`src/rtl/core/ppmd_pkg.sv`:
```
`timescale 1ns / 1ps
// ----------------------------------------------------------------------------
// ppmd_pkg: shared types, constants and helpers of the PPM channel decoder
// Holds the payload structs, register indexes, channel roles and the
// width-to-value mapping used by the decoder core.
// ----------------------------------------------------------------------------
package ppmd_pkg;

  // Geometry
  localparam int unsigned CHANNELS   = 8;
  localparam int unsigned CH_W       = 3;
  localparam int unsigned SLOT_W     = 4;
  localparam int unsigned WIDTH_BITS = 16;
  localparam int unsigned JIT_W      = 10;
  localparam int unsigned NORM_W     = 8;
  localparam int unsigned D_W        = 10;

  // Linear map window and reset widths
  localparam logic [WIDTH_BITS-1:0] MAP_LO       = 16'd984;
  localparam logic [WIDTH_BITS-1:0] MAP_HI       = 16'd1999;
  localparam logic [WIDTH_BITS-1:0] STICK_CENTER = 16'd1500;
  localparam logic [WIDTH_BITS-1:0] RESET_OTHER  = 16'd984;
  localparam logic [D_W-1:0]        D_MAX        = 10'd1015;

  // floor(d * 200 / 1015) == (d * MAP_K) >> MAP_SHIFT for d in 0..1015
  localparam int unsigned PROD_W    = 32;
  localparam int unsigned MAP_SHIFT = 24;
  localparam int unsigned Q_W       = 8;
  localparam logic [21:0] MAP_K     = 22'd3305880;

  // Configuration port
  localparam int unsigned CFG_IDX_W  = 3;
  localparam int unsigned CFG_DATA_W = 16;

  localparam logic [CFG_IDX_W-1:0] CFG_SYNC_GAP    = 3'd0;
  localparam logic [CFG_IDX_W-1:0] CFG_VALID_MIN   = 3'd1;
  localparam logic [CFG_IDX_W-1:0] CFG_VALID_MAX   = 3'd2;
  localparam logic [CFG_IDX_W-1:0] CFG_JITTER      = 3'd3;
  localparam logic [CFG_IDX_W-1:0] CFG_STRICT_SYNC = 3'd4;
  localparam logic [CFG_IDX_W-1:0] CFG_SWITCH_THR  = 3'd5;

  // Channel roles by slot
  localparam logic [CH_W-1:0] ROLE_ROLL     = 3'd0;
  localparam logic [CH_W-1:0] ROLE_PITCH    = 3'd1;
  localparam logic [CH_W-1:0] ROLE_THROTTLE = 3'd2;
  localparam logic [CH_W-1:0] ROLE_YAW      = 3'd3;
  localparam logic [CH_W-1:0] ROLE_SW_A     = 3'd4;
  localparam logic [CH_W-1:0] ROLE_SW_B     = 3'd5;
  localparam logic [CH_W-1:0] ROLE_VR       = 3'd6;

  typedef enum logic {
    OP_EDGE = 1'b0,
    OP_READ = 1'b1
  } op_e;

  typedef struct packed {
    op_e             op;
    logic [WIDTH_BITS-1:0] gap_us;
    logic [CH_W-1:0] channel;
  } in_item_t;

  typedef struct packed {
    logic signed [NORM_W-1:0] value;
    logic                     fresh;
    logic                     frame_error;
  } out_item_t;

  typedef struct packed {
    logic [WIDTH_BITS-1:0] sync_gap;
    logic [WIDTH_BITS-1:0] valid_min;
    logic [WIDTH_BITS-1:0] valid_max;
    logic [JIT_W-1:0]      jitter_limit;
    logic                  strict_sync;
    logic [WIDTH_BITS-1:0] switch_threshold;
  } cfg_t;

  localparam cfg_t CFG_RESET = '{
    sync_gap:         16'd3000,
    valid_min:        16'd984,
    valid_max:        16'd1999,
    jitter_limit:     10'd20,
    strict_sync:      1'b1,
    switch_threshold: 16'd1000
  };

  // Clamp a width into the map window and return its offset from the low end
  function automatic logic [D_W-1:0] width_to_d(input logic [WIDTH_BITS-1:0] w);
    logic [WIDTH_BITS-1:0] off;
    off = w - MAP_LO;
    if (w <= MAP_LO) begin
      return '0;
    end else if (w >= MAP_HI) begin
      return D_MAX;
    end else begin
      return off[D_W-1:0];
    end
  endfunction

  // Last accepted width after reset
  function automatic logic [WIDTH_BITS-1:0] acc_reset(input logic [CH_W-1:0] ch);
    logic [WIDTH_BITS-1:0] r;
    case (ch) inside
      ROLE_ROLL, ROLE_PITCH, ROLE_YAW: r = STICK_CENTER;
      default:                         r = RESET_OTHER;
    endcase
    return r;
  endfunction

  // Map a scaled quotient (0..200) or switch level to the role's value
  function automatic logic signed [NORM_W-1:0] norm_map(
    input logic [CH_W-1:0]          ch,
    input logic [Q_W-1:0]           q,
    input logic                     hi,
    input logic signed [NORM_W-1:0] held
  );
    logic signed [NORM_W:0]   qs;
    logic signed [NORM_W-1:0] r;
    qs = $signed({1'b0, q});
    unique case (ch) inside
      ROLE_ROLL, ROLE_YAW:     r = NORM_W'(qs - 9'sd100);
      ROLE_PITCH:              r = NORM_W'(9'sd100 - qs);
      ROLE_THROTTLE, ROLE_VR:  r = $signed({1'b0, q[Q_W-1:1]});
      ROLE_SW_A:               r = hi ? 8'sd0 : 8'sd1;
      ROLE_SW_B:               r = hi ? 8'sd1 : 8'sd100;
      default:                 r = held;
    endcase
    return r;
  endfunction

endpackage

```
`src/rtl/core/ppmd_cfg.sv`:
```
`timescale 1ns / 1ps
// ----------------------------------------------------------------------------
// ppmd_cfg: configuration registers of the PPM channel decoder
// Decodes the plain write port into the six decoder settings.
// ----------------------------------------------------------------------------
module ppmd_cfg import ppmd_pkg::*; (
  input  logic                  clk_i,
  input  logic                  rst_ni,
  input  logic                  cfg_we_i,
  input  logic [CFG_IDX_W-1:0]  cfg_idx_i,
  input  logic [CFG_DATA_W-1:0] cfg_data_i,
  output cfg_t                  cfg_o
);

  cfg_t cfg_q, cfg_d;

  // Decode the register index; unknown indexes are dropped
  always_comb begin
    cfg_d = cfg_q;
    if (cfg_we_i) begin
      unique case (cfg_idx_i)
        CFG_SYNC_GAP:    cfg_d.sync_gap         = cfg_data_i[WIDTH_BITS-1:0];
        CFG_VALID_MIN:   cfg_d.valid_min        = cfg_data_i[WIDTH_BITS-1:0];
        CFG_VALID_MAX:   cfg_d.valid_max        = cfg_data_i[WIDTH_BITS-1:0];
        CFG_JITTER:      cfg_d.jitter_limit     = cfg_data_i[JIT_W-1:0];
        CFG_STRICT_SYNC: cfg_d.strict_sync      = cfg_data_i[0];
        CFG_SWITCH_THR:  cfg_d.switch_threshold = cfg_data_i[WIDTH_BITS-1:0];
        default:         cfg_d = cfg_q;
      endcase
    end
  end

  always_ff @(posedge clk_i or negedge rst_ni) begin
    if (!rst_ni) begin
      cfg_q <= CFG_RESET;
    end else begin
      cfg_q <= cfg_d;
    end
  end

  assign cfg_o = cfg_q;

endmodule

```
`src/rtl/core/ppm_channel_decoder.sv`:
```
`timescale 1ns / 1ps
// ----------------------------------------------------------------------------
// ppm_channel_decoder: RC PPM stream decoder
// Edge items fill channel width slots between frame syncs; read items check
// a slot's width and return its normalized value.
// ----------------------------------------------------------------------------
//  channel | direction | handshake                 | payload
//  cfg     | in        | cfg_we_i                  | cfg_idx_i, cfg_data_i
//  in      | in        | in_valid_i / in_ready_o   | in_item_i  (in_item_t)
//  out     | out       | out_valid_o / out_ready_i | out_item_o (out_item_t)
//
// One item is taken per cycle while input ready is high. Edge items finish at
// the transfer edge and give no result; a read's result enters the output
// register when stage 1 advances, after one pass through the channel memory
// read-modify-write. Reset needs no clearing pass: per-entry valid bits supply
// reset contents. Input ready drops only while the output register is full and
// not taken with a read waiting behind it.
// ----------------------------------------------------------------------------
module ppm_channel_decoder import ppmd_pkg::*; (
  input  logic                  clk_i,
  input  logic                  rst_ni,
  input  logic                  cfg_we_i,
  input  logic [CFG_IDX_W-1:0]  cfg_idx_i,
  input  logic [CFG_DATA_W-1:0] cfg_data_i,
  input  logic                  in_valid_i,
  output logic                  in_ready_o,
  input  in_item_t              in_item_i,
  output logic                  out_valid_o,
  input  logic                  out_ready_i,
  output out_item_t             out_item_o
);

  typedef struct packed {
    logic [WIDTH_BITS-1:0] width;
    logic [D_W-1:0]        d;
  } wslot_t;

  typedef struct packed {
    logic [WIDTH_BITS-1:0]    acc;
    logic signed [NORM_W-1:0] norm;
  } cslot_t;

  cfg_t cfg;

  ppmd_cfg u_cfg (
    .clk_i      (clk_i),
    .rst_ni     (rst_ni),
    .cfg_we_i   (cfg_we_i),
    .cfg_idx_i  (cfg_idx_i),
    .cfg_data_i (cfg_data_i),
    .cfg_o      (cfg)
  );

  // Handshake
  logic in_xfer, rd_xfer, edge_xfer, s1_adv;
  logic s1_vld_q, s1_vld_d, out_vld_q, out_vld_d;

  assign in_ready_o = !s1_vld_q || !out_vld_q || out_ready_i;
  assign in_xfer    = in_valid_i && in_ready_o;
  assign rd_xfer    = in_xfer && (in_item_i.op == OP_READ);
  assign edge_xfer  = in_xfer && (in_item_i.op == OP_EDGE);
  assign s1_adv     = s1_vld_q && (!out_vld_q || out_ready_i);

  // Frame tracking on edge transfers
  logic [SLOT_W-1:0] slot_q, slot_d;
  logic              err_q, err_d;
  logic              is_sync, early, wmem_we;
  logic [CH_W-1:0]   wmem_wa, rd_a;

  assign is_sync = in_item_i.gap_us > cfg.sync_gap;
  assign early   = slot_q < SLOT_W'(CHANNELS);
  assign wmem_wa = slot_q[CH_W-1:0];
  assign rd_a    = in_item_i.channel;

  always_comb begin
    slot_d  = slot_q;
    err_d   = err_q;
    wmem_we = 1'b0;
    if (edge_xfer) begin
      if (is_sync) begin
        if (cfg.strict_sync && early) begin
          err_d = 1'b1;
        end else begin
          err_d  = early;
          slot_d = '0;
        end
      end else if (early) begin
        wmem_we = 1'b1;
        slot_d  = slot_q + SLOT_W'(1);
      end
    end
  end

  // Width memory: written by edges, read by reads
  wslot_t                wmem [CHANNELS];
  wslot_t                wrd_q;
  logic                  wrd_vld_q;
  logic [CHANNELS-1:0]   wvld_q;

  always_ff @(posedge clk_i) begin
    if (wmem_we) begin
      wmem[wmem_wa] <= '{width: in_item_i.gap_us,
                         d:     width_to_d(in_item_i.gap_us)};
    end
    if (rd_xfer) begin
      wrd_q     <= wmem[rd_a];
      wrd_vld_q <= wvld_q[rd_a];
    end
  end

  // Channel memory: accepted width and normalized value, read-modify-write
  cslot_t                cmem [CHANNELS];
  cslot_t                crd_q;
  logic                  crd_vld_q;
  logic [CHANNELS-1:0]   cvld_q;
  logic                  cmem_we;
  cslot_t                cmem_wd;

  // Stage 1 item info
  logic [CH_W-1:0] s1_ch_q;
  logic            s1_ok_q, s1_err_q;

  // Last channel write, forwarded to a read that overlapped it
  logic            fwd_vld_q;
  logic [CH_W-1:0] fwd_ch_q;
  cslot_t          fwd_q;

  always_ff @(posedge clk_i) begin
    if (cmem_we) begin
      cmem[s1_ch_q] <= cmem_wd;
      fwd_ch_q      <= s1_ch_q;
      fwd_q         <= cmem_wd;
    end
    if (rd_xfer) begin
      crd_q     <= cmem[rd_a];
      crd_vld_q <= cvld_q[rd_a];
      s1_ch_q   <= rd_a;
      s1_ok_q   <= {1'b0, in_item_i.channel} < SLOT_W'(CHANNELS);
      s1_err_q  <= err_q;
    end
  end

  // Stage 1: check the width and map it
  logic [WIDTH_BITS-1:0]    w_cur, diff;
  logic [D_W-1:0]           d_cur;
  cslot_t                   c_cur;
  logic                     pass, w_hi;
  logic [PROD_W-1:0]        prod;
  logic [Q_W-1:0]           q;
  logic signed [NORM_W-1:0] new_norm, value;

  always_comb begin
    w_cur = wrd_vld_q ? wrd_q.width : '0;
    d_cur = wrd_vld_q ? wrd_q.d : '0;
    if (fwd_vld_q && (fwd_ch_q == s1_ch_q)) begin
      c_cur = fwd_q;
    end else if (crd_vld_q) begin
      c_cur = crd_q;
    end else begin
      c_cur = '{acc: acc_reset(s1_ch_q), norm: '0};
    end
  end

  assign diff = (c_cur.acc > w_cur) ? (c_cur.acc - w_cur) : (w_cur - c_cur.acc);
  assign pass = s1_ok_q && (w_cur > cfg.valid_min) && (w_cur < cfg.valid_max)
             && (diff < WIDTH_BITS'(cfg.jitter_limit));
  assign prod = PROD_W'(d_cur) * PROD_W'(MAP_K);
  assign q    = prod[MAP_SHIFT +: Q_W];
  assign w_hi = w_cur > cfg.switch_threshold;

  assign new_norm = norm_map(s1_ch_q, q, w_hi, c_cur.norm);
  assign value    = !s1_ok_q ? '0 : (pass ? new_norm : c_cur.norm);
  assign cmem_we  = s1_adv && pass;
  assign cmem_wd  = '{acc: w_cur, norm: new_norm};

  // Output register
  out_item_t out_q;

  always_ff @(posedge clk_i) begin
    if (s1_adv) begin
      out_q <= '{value: value, fresh: pass, frame_error: s1_err_q};
    end
  end

  assign out_valid_o = out_vld_q;
  assign out_item_o  = out_q;

  // Advance the stage and output valid flags
  always_comb begin
    s1_vld_d = s1_vld_q;
    if (rd_xfer) begin
      s1_vld_d = 1'b1;
    end else if (s1_adv) begin
      s1_vld_d = 1'b0;
    end
    out_vld_d = out_vld_q;
    if (s1_adv) begin
      out_vld_d = 1'b1;
    end else if (out_ready_i) begin
      out_vld_d = 1'b0;
    end
  end

  // Control state
  always_ff @(posedge clk_i or negedge rst_ni) begin
    if (!rst_ni) begin
      slot_q    <= '0;
      err_q     <= 1'b0;
      s1_vld_q  <= 1'b0;
      out_vld_q <= 1'b0;
      wvld_q    <= '0;
      cvld_q    <= '0;
      fwd_vld_q <= 1'b0;
    end else begin
      slot_q    <= slot_d;
      err_q     <= err_d;
      s1_vld_q  <= s1_vld_d;
      out_vld_q <= out_vld_d;
      if (wmem_we) begin
        wvld_q[wmem_wa] <= 1'b1;
      end
      if (cmem_we) begin
        cvld_q[s1_ch_q] <= 1'b1;
        fwd_vld_q       <= 1'b1;
      end
    end
  end

  // Assertions
  a_value_range: assert property (@(posedge clk_i) disable iff (!rst_ni)
    out_valid_o |-> ($signed(out_item_o.value) >= -8'sd100)
                 && ($signed(out_item_o.value) <= 8'sd100))
    else $error("normalized value out of range");

  a_slot_bound: assert property (@(posedge clk_i) disable iff (!rst_ni)
    slot_q <= SLOT_W'(CHANNELS))
    else $error("slot index beyond channel count");

  a_ready_stall: assert property (@(posedge clk_i) disable iff (!rst_ni)
    !in_ready_o |-> s1_vld_q && out_valid_o && !out_ready_i)
    else $error("input stalled without a full output");

  a_write_forward: assert property (@(posedge clk_i) disable iff (!rst_ni)
    cmem_we |=> fwd_vld_q && (fwd_ch_q == $past(s1_ch_q)))
    else $error("channel write not captured for forwarding");

endmodule

```
`config.mk`:
```
export PLATFORM = sky130hd
export DESIGN_NAME = ppm_channel_decoder
export DESIGN_NICKNAME = d
export VERILOG_FILES = /design/src/rtl/core/ppmd_pkg.sv /design/src/rtl/core/ppmd_cfg.sv /design/src/rtl/core/ppm_channel_decoder.sv
export SDC_FILE = /design/constraint.sdc
export NUM_CORES = 1
export LEC_CHECK = 0
export BUFFER_PORTS_ARGS = -buffer_cell sky130_fd_sc_hd__buf_4
export CAP_MARGIN = 20
export CORE_UTILIZATION = 42
export DETAILED_ROUTE_END_ITERATION = 6
export SLEW_MARGIN = 25
export SYNTH_ARGS = -nofsm -noshare
export SYNTH_HDL_FRONTEND = slang
export SYNTH_HIERARCHICAL = 1
export SYNTH_SLANG_ARGS = --single-unit
```
`constraint.sdc`:
```
create_clock -name clk_i -period 11.3 [get_ports clk_i]
set_input_delay 1.13 -clock clk_i [delete_from_list [all_inputs] [get_ports clk_i]]
set_output_delay 1.13 -clock clk_i [all_outputs]
set_load 0.1 [all_outputs]
```
==> results of run 1 <==
## final timing paths
kind	startpoint	end	slack, ns	cells past startpoint
min reg2reg	s1_err_q	out_item_o[0]	0.43	0
min	rst_ni	slot_q[0]	0.42	1
max reg2reg	s1_ch_q[0]	cmem[0][8]	2.39	24
max	s1_ch_q[0]	cmem[0][8]	2.39	24
max in group asynchronous	rst_ni	u_cfg/cfg_o[60]	9.86	2
min in group clk_i	s1_err_q	out_item_o[0]	0.43	0
## state kept, by name, indices dropped and copies added, names as in the netlist
register	count
cmem	192
crd_q	24
crd_vld_q	1
cvld_q	8
err_q	1
fwd_ch_q	3
fwd_q	24
fwd_vld_q	1
out_item_o	10
out_valid_o	1
s1_ch_q	3
s1_err_q	1
s1_vld_q	1
slot_q	4
u_cfg/cfg_o	75
wmem	208
wrd_q	26
wrd_vld_q	1
wvld_q	8
## final cells by class
cell class / instances / area (um^2) / area share
sequential: 592 / 17300 / 0.526
clock buffer: 69 / 1490 / 0.0453
multi-input combinational: 1128 / 11200 / 0.341
inverter: 208 / 781 / 0.0237
clock inverter: 35 / 299 / 0.00908
tap: 940 / 1180 / 0.0357
timing repair buffer: 81 / 623 / 0.0189
## kinds of logic after synthesis
family	Yosys count	synth area share
DFF	592	0.582
xor gates and xnor gates	47	0.0138
adders and majority gates	230	0.107
buffers and inverters	287	0.0434
muxes	246	0.134
AOI/OAI and AO/OA	273	0.0610
and+or+nand+nor	332	0.0588
## power by group
group	switching (mW)	total, mW	internal [mW]
Sequential	0.0788	2.65	2.57
Clock	0.813	1.83	1.02
Combinational	0.831	1.39	0.557
## metrics by stage
step / utilization / power (mW) / cells / hold WS [ns] / setup slack, ns
floorplan: - / 3.66 / 2007 / 0.400 / 2.97
global placement: 0.444 / 4.05 / 2948 / 0.404 / 2.66
detailed placement: 0.444 / 4.07 / 2949 / 0.405 / 2.50
CTS: 0.470 / 5.92 / 3053 / 0.403 / 2.44
global route: 0.470 / 6.18 / 3053 / 0.425 / 1.81
finish: 0.470 / 5.86 / 3053 / 0.425 / 2.39
## metal layers
layer,global-route usage,wire length (um),up-vias
li1,-,-,7665
met3,0.0295,2820,97
met5,0,11,-
met4,0.0564,1680,2
met2,0.325,33600,360
met1,0.255,29700,8433
## cells in the final DEF (no fill, tap or decap), types with 10 or more instances in the layout
cell / n
nor3_1: 10
buf_4: 77
a21oi_1: 74
ha_1: 191
mux2_2: 111
xnor2_1: 27
o211ai_1: 13
o21a_1: 24
nand4_1: 20
nand3_1: 27
o21ai_0: 46
dfrtp_1: 68
and2_1: 23
xor2_1: 20
edfxtp_1: 493
a31oi_1: 12
mux2i_1: 11
mux4_2: 104
clkinv_1: 12
a21o_1: 24
dfstp_2: 31
fa_1: 39
clkbuf_16: 58
nor2b_1: 13
a211oi_1: 10
nand2_1: 106
and3_1: 10
nor2_1: 50
mux2_4: 20
clkbuf_1: 11
inv_1: 206
==> results.py, run 1 <==
metrics = {
    "pwr": {
        "power_density_nw_per_um2": 178,
        "ir_drop_mv": 0.132,
        "leakage_nw": 12.7,
    },
    "yosys": {
        "ys_warn_count": 6,
        "ys_seq_area_frac": 0.582,
        "syn_avg_cell_area_um2": 14.8,
        "yosysTopAreaCell": "edfxtp_1",
        "synth_common_cells": "edfxtp_1 (493), inv_1 (207), ha_1 (191)",
        "async_flop_share": 0.167,
        "ys_types": 84,
        "synth_top_area_share": 0.497,
        "synth_most_common_cell": "edfxtp_1",
        "syn_inst": 2007,
        "netlist_area_um2": 29800,
        "synth.area.top_cells": "edfxtp_1 (50%), ha_1 (8.0%), mux4_2 (7.9%)",
        "synth-seq-cells": 592,
        "synthFlopType": "edfxtp_1",
        "synth_edf_count": 493,
        "syn_nets": 2281,
    },
    "route": {
        "antenna_left": 0,
        "wl_per_cell_um": 22.2,
        "drt_iter0_markers": 1219,
        "firstDrtPassIters": 5,
        "drc": 0,
        "vias": 16600,
        "routed_wl_um": 67800,
        "routed_via_density": 5.42,
    },
    "timing": {
        "rsz0062_at_grt": "false",
        "fin_tns_setup_ns": 0,
        "slew_headroom": 0.344,
        "skew_ns": 0.0303,
        "hold_viol_final": 0,
        "setup_violations": 0,
        "period_minus_slack_ns": 8.91,
        "worstMarginPinSlew_ns": 0.985,
        "finalCritPeriodShare": 0.788,
        "maxSlewViolCount": 0,
        "fmax_mhz": 112,
    },
    "hold_path": {
        "hp-class": "primary input to async pin",
    },
    "clock_tree": {
        "cts_buffer_depth": 3,
        "clk_pin_slew_ns": 0.06,
        "root_buffer": "clkbuf_16",
        "htreeDepth": 2,
        "cts_setup_buffers": 0,
        "clkLatencyLatePin_ns": 0.62,
        "cts_buffers": 58,
        "hold_buffers": 0,
        "cts_resized": 0,
        "cts_tree": "done",
        "cts_sinks": 592,
    },
    "floorplanning": {
        "coreArea_um2": 70000,
        "rows": 97,
        "die_h_um": 268,
        "initial_core_util": 0.425,
        "die_x_um": 268,
        "fp.dieArea_um2": 71900,
        "pin_count": 56,
    },
    "place": {
        "portBuffers": 55,
        "gp_congestion": 0.892,
        "dp_hpwl_um": 46100,
        "placed_area_um2": 31100,
    },
    "grt": {
        "grt_overflow": 0,
        "grt_pass1_wl_um": 104000,
        "grt_max_degree": 78,
        "grt_usage": 0.192,
        "antenna_found_initial": 2,
        "grt_pass1_vias": 17200,
    },
    "setup_path": {
        "cp_slowest_cell": "edfxtp_1",
        "path_buf_inv": 3,
        "path_max_fanout": 26,
        "cp_top_family": "simple AND/OR/NAND/NOR gates",
        "path_class": "flop to flop",
        "cp_cell_sequence": "xnor2_1, nand4_1, buf_4, nand3_1, and2_1, ha_1, inv_1, fa_1, a211oi_1, nor2_1, o41a_2, a31o_2, nand2_1, mux2i_1, o221ai_1, xor2_1, ha_1, a2111oi_0, o211ai_1, nor3_1, nor4bb_1, nand4_1, nor4_2, buf_4",
        "cp.arrival_ns": 9.17,
        "critPathCaptureType": "flop",
        "startpoint_type": "flop",
        "slowest_delay_ns": 0.90,
        "crit_required_ns": 11.57,
    },
    "job": {
        "cap_violations": 0,
    },
    "finish": {
        "fill_cells": 6063,
        "syn_to_final_growth_pct": 10.6,
        "fin_area_um2": 32900,
        "diodes": 0,
        "drive_gt1_frac": 0.230,
        "nNetsFinal": 2343,
    },
    "outcome": {
        "status": "completed",
    },
}
No activity file was read; power rests on OpenSTA's default activity.
==> run 2: changes to the inputs <==
clock period = 7.3 ns   (was 11.3 ns; I/O delays follow)
==> results.py, run 2 (synthesis gave the netlist of run 1 again) <==
metrics = {
    "outcome": {
        "status": "completed",
    },
    "route": {
        "vias": 16900,
        "antenna_left": 0,
        "routed_via_density": 5.46,
        "wl_per_cell_um": 22.4,
        "drc": 0,
        "firstDrtPassIters": 5,
        "drt_iter0_markers": 1247,
        "routed_wl_um": 69100,
    },
    "floorplanning": {
        "coreArea_um2": 70000,
        "die_x_um": 268,
        "initial_core_util": 0.425,
        "pin_count": 56,
        "fp.dieArea_um2": 71900,
        "rows": 97,
        "die_h_um": 268,
    },
    "timing": {
        "hold_viol_final": 0,
        "rsz0062_at_grt": "false",
        "maxSlewViolCount": 0,
        "slew_headroom": 0.363,
        "fmax_mhz": 146,
        "worstMarginPinSlew_ns": 0.951,
        "setup_violations": 0,
        "skew_ns": 0.0289,
        "period_minus_slack_ns": 6.86,
        "finalCritPeriodShare": 0.940,
    },
    "clock_tree": {
        "clkLatencyLatePin_ns": 0.62,
        "root_buffer": "clkbuf_16",
        "clk_pin_slew_ns": 0.06,
        "cts_buffer_depth": 3,
        "hold_buffers": 0,
        "htreeDepth": 3,
        "cts_sinks": 592,
        "cts_tree": "done",
        "cts_buffers": 66,
    },
    "job": {
        "cap_violations": 0,
    },
    "grt": {
        "grt_overflow": 0,
        "grt_pass1_wl_um": 107000,
        "grt_pass1_vias": 17700,
        "grt_max_degree": 79,
        "grt_usage": 0.198,
        "antenna_found_initial": 0,
    },
    "pwr": {
        "switchingPower_mw": 2.79,
        "power_density_nw_per_um2": 285,
        "power.internal_mw": 6.82,
        "swShare": 0.290,
        "combinationalPowerShare": 0.227,
        "ir_drop_mv": 0.198,
        "seqPwrFrac": 0.427,
        "p_clk_frac": 0.347,
        "leakage_nw": 13.0,
    },
    "setup_path": {
        "startpoint_type": "flop",
        "crit_start": "s1_ch_q[0]",
        "r2r-start": "s1_ch_q[0]",
        "critPathCaptureType": "flop",
        "path_class": "flop to flop",
        "crit_required_ns": 7.60,
        "path_max_fanout": 25,
        "cp.arrival_ns": 7.16,
    },
    "finish": {
        "fin_area_um2": 33700,
        "drive_gt1_frac": 0.248,
        "syn_to_final_growth_pct": 13.2,
        "nNetsFinal": 2374,
        "stdcell_count": 3093,
        "diodes": 0,
        "final_common_cell": "edfxtp_1",
        "largest-register": "wmem",
        "layout_common_cells": "edfxtp_1 (493), inv_1 (206), ha_1 (190), mux2_2 (111), nand2_1 (105)",
        "utilization": 0.481,
        "largest_register_ffs": 208,
    },
    "place": {
        "dp_hpwl_um": 46300,
        "portBuffers": 55,
        "gp_congestion": 0.900,
        "placed_area_um2": 31400,
        "place_inst": 2971,
    },
    "hold_path": {
        "hp-class": "primary input to async pin",
    },
}
-- run 2: metal layers --
layer  vias to the layer above  part of all wire  GRT usage
met5                         -                 0          0
met4                         0             0.022     0.0571
met3                       103             0.039     0.0239
met2                       393              0.49      0.328
met1                      8638              0.45      0.274
li1                       7744                 -          -
-- run 2: worst max-delay path, stage by stage (launching register included) --
cell      delay, ns
edfxtp_1       0.38
buf_4          0.27
and2b_2        0.33
nor3_1         0.22
buf_4          0.18
a21oi_1        0.04
a21oi_1        0.35
ha_1           0.37
and3_4         0.27
nand3_2        0.12
or4_4          0.58
nand2_1        0.18
buf_4          0.19
mux2i_1        0.25
xnor2_1        0.16
ha_1           0.26
o21a_1         0.10
o21ai_0        0.18
a21oi_1        0.12
nor4_1         0.20
o22ai_1        0.13
nor3_1         0.24
buf_4          0.18
nor4bb_1       0.20
nand4_1        0.12
buf_4          0.26
nor4_4         0.38
buf_12         0.25
-- run 2: area by class of cell --
class	instances	area, um^2
multi-input combinational	1128	11300
fill	6024	36300
tap	940	1180
timing repair buffer	104	887
inverter	208	781
clock buffer	86	1780
clock inverter	35	422
sequential	592	17300
-- run 2: power by group through the flow --
stage / combinational (mW) / sequential, mW / clock (mW)
2_1_floorplan: 1.54 / 4.13 / 0
3_3_place_gp: 2.13 / 4.16 / 0
3_5_place_dp: 2.16 / 4.17 / 0
4_1_cts: 2.18 / 4.10 / 3.40
5_1_grt: 2.45 / 4.12 / 3.53
6_report: 2.18 / 4.10 / 3.33
-- run 2: timing repair --
item,4_1_cts,5_1_grt
endpoints found under the setup margin,0,251
buffers inserted,0,1
gates resized for setup,0,12
-- run 2: path summary, 6_finish.rpt --
check / endpoint / slack (ns) / cells after the start
min reg2reg: out_item_o[0] / 0.41 / 0
min in group clk_i: u_cfg/cfg_o[37] / 0.40 / 2
max reg2reg: cmem[2][14] / 0.44 / 27
max: cmem[2][14] / 0.44 / 27
max in group asynchronous: u_cfg/cfg_o[20] / 6.24 / 2
min: slot_q[1] / 0.04 / 1
-- run 2: metrics by stage --
stage / power (mW) / setup slack [ns] / hold slack (ns) / TNS, ns
6_report: 9.61 / 0.438 / 0.0384 / 0
2_1_floorplan: 5.67 / -0.391 / 0.400 / -34.96
3_3_place_gp: 6.29 / 0.0603 / 0.404 / 0
3_5_place_dp: 6.33 / 0.0528 / 0.406 / 0
4_1_cts: 9.68 / 0.0259 / 0.00603 / 0
5_1_grt: 10.1 / 0.00860 / 0.0290 / 0
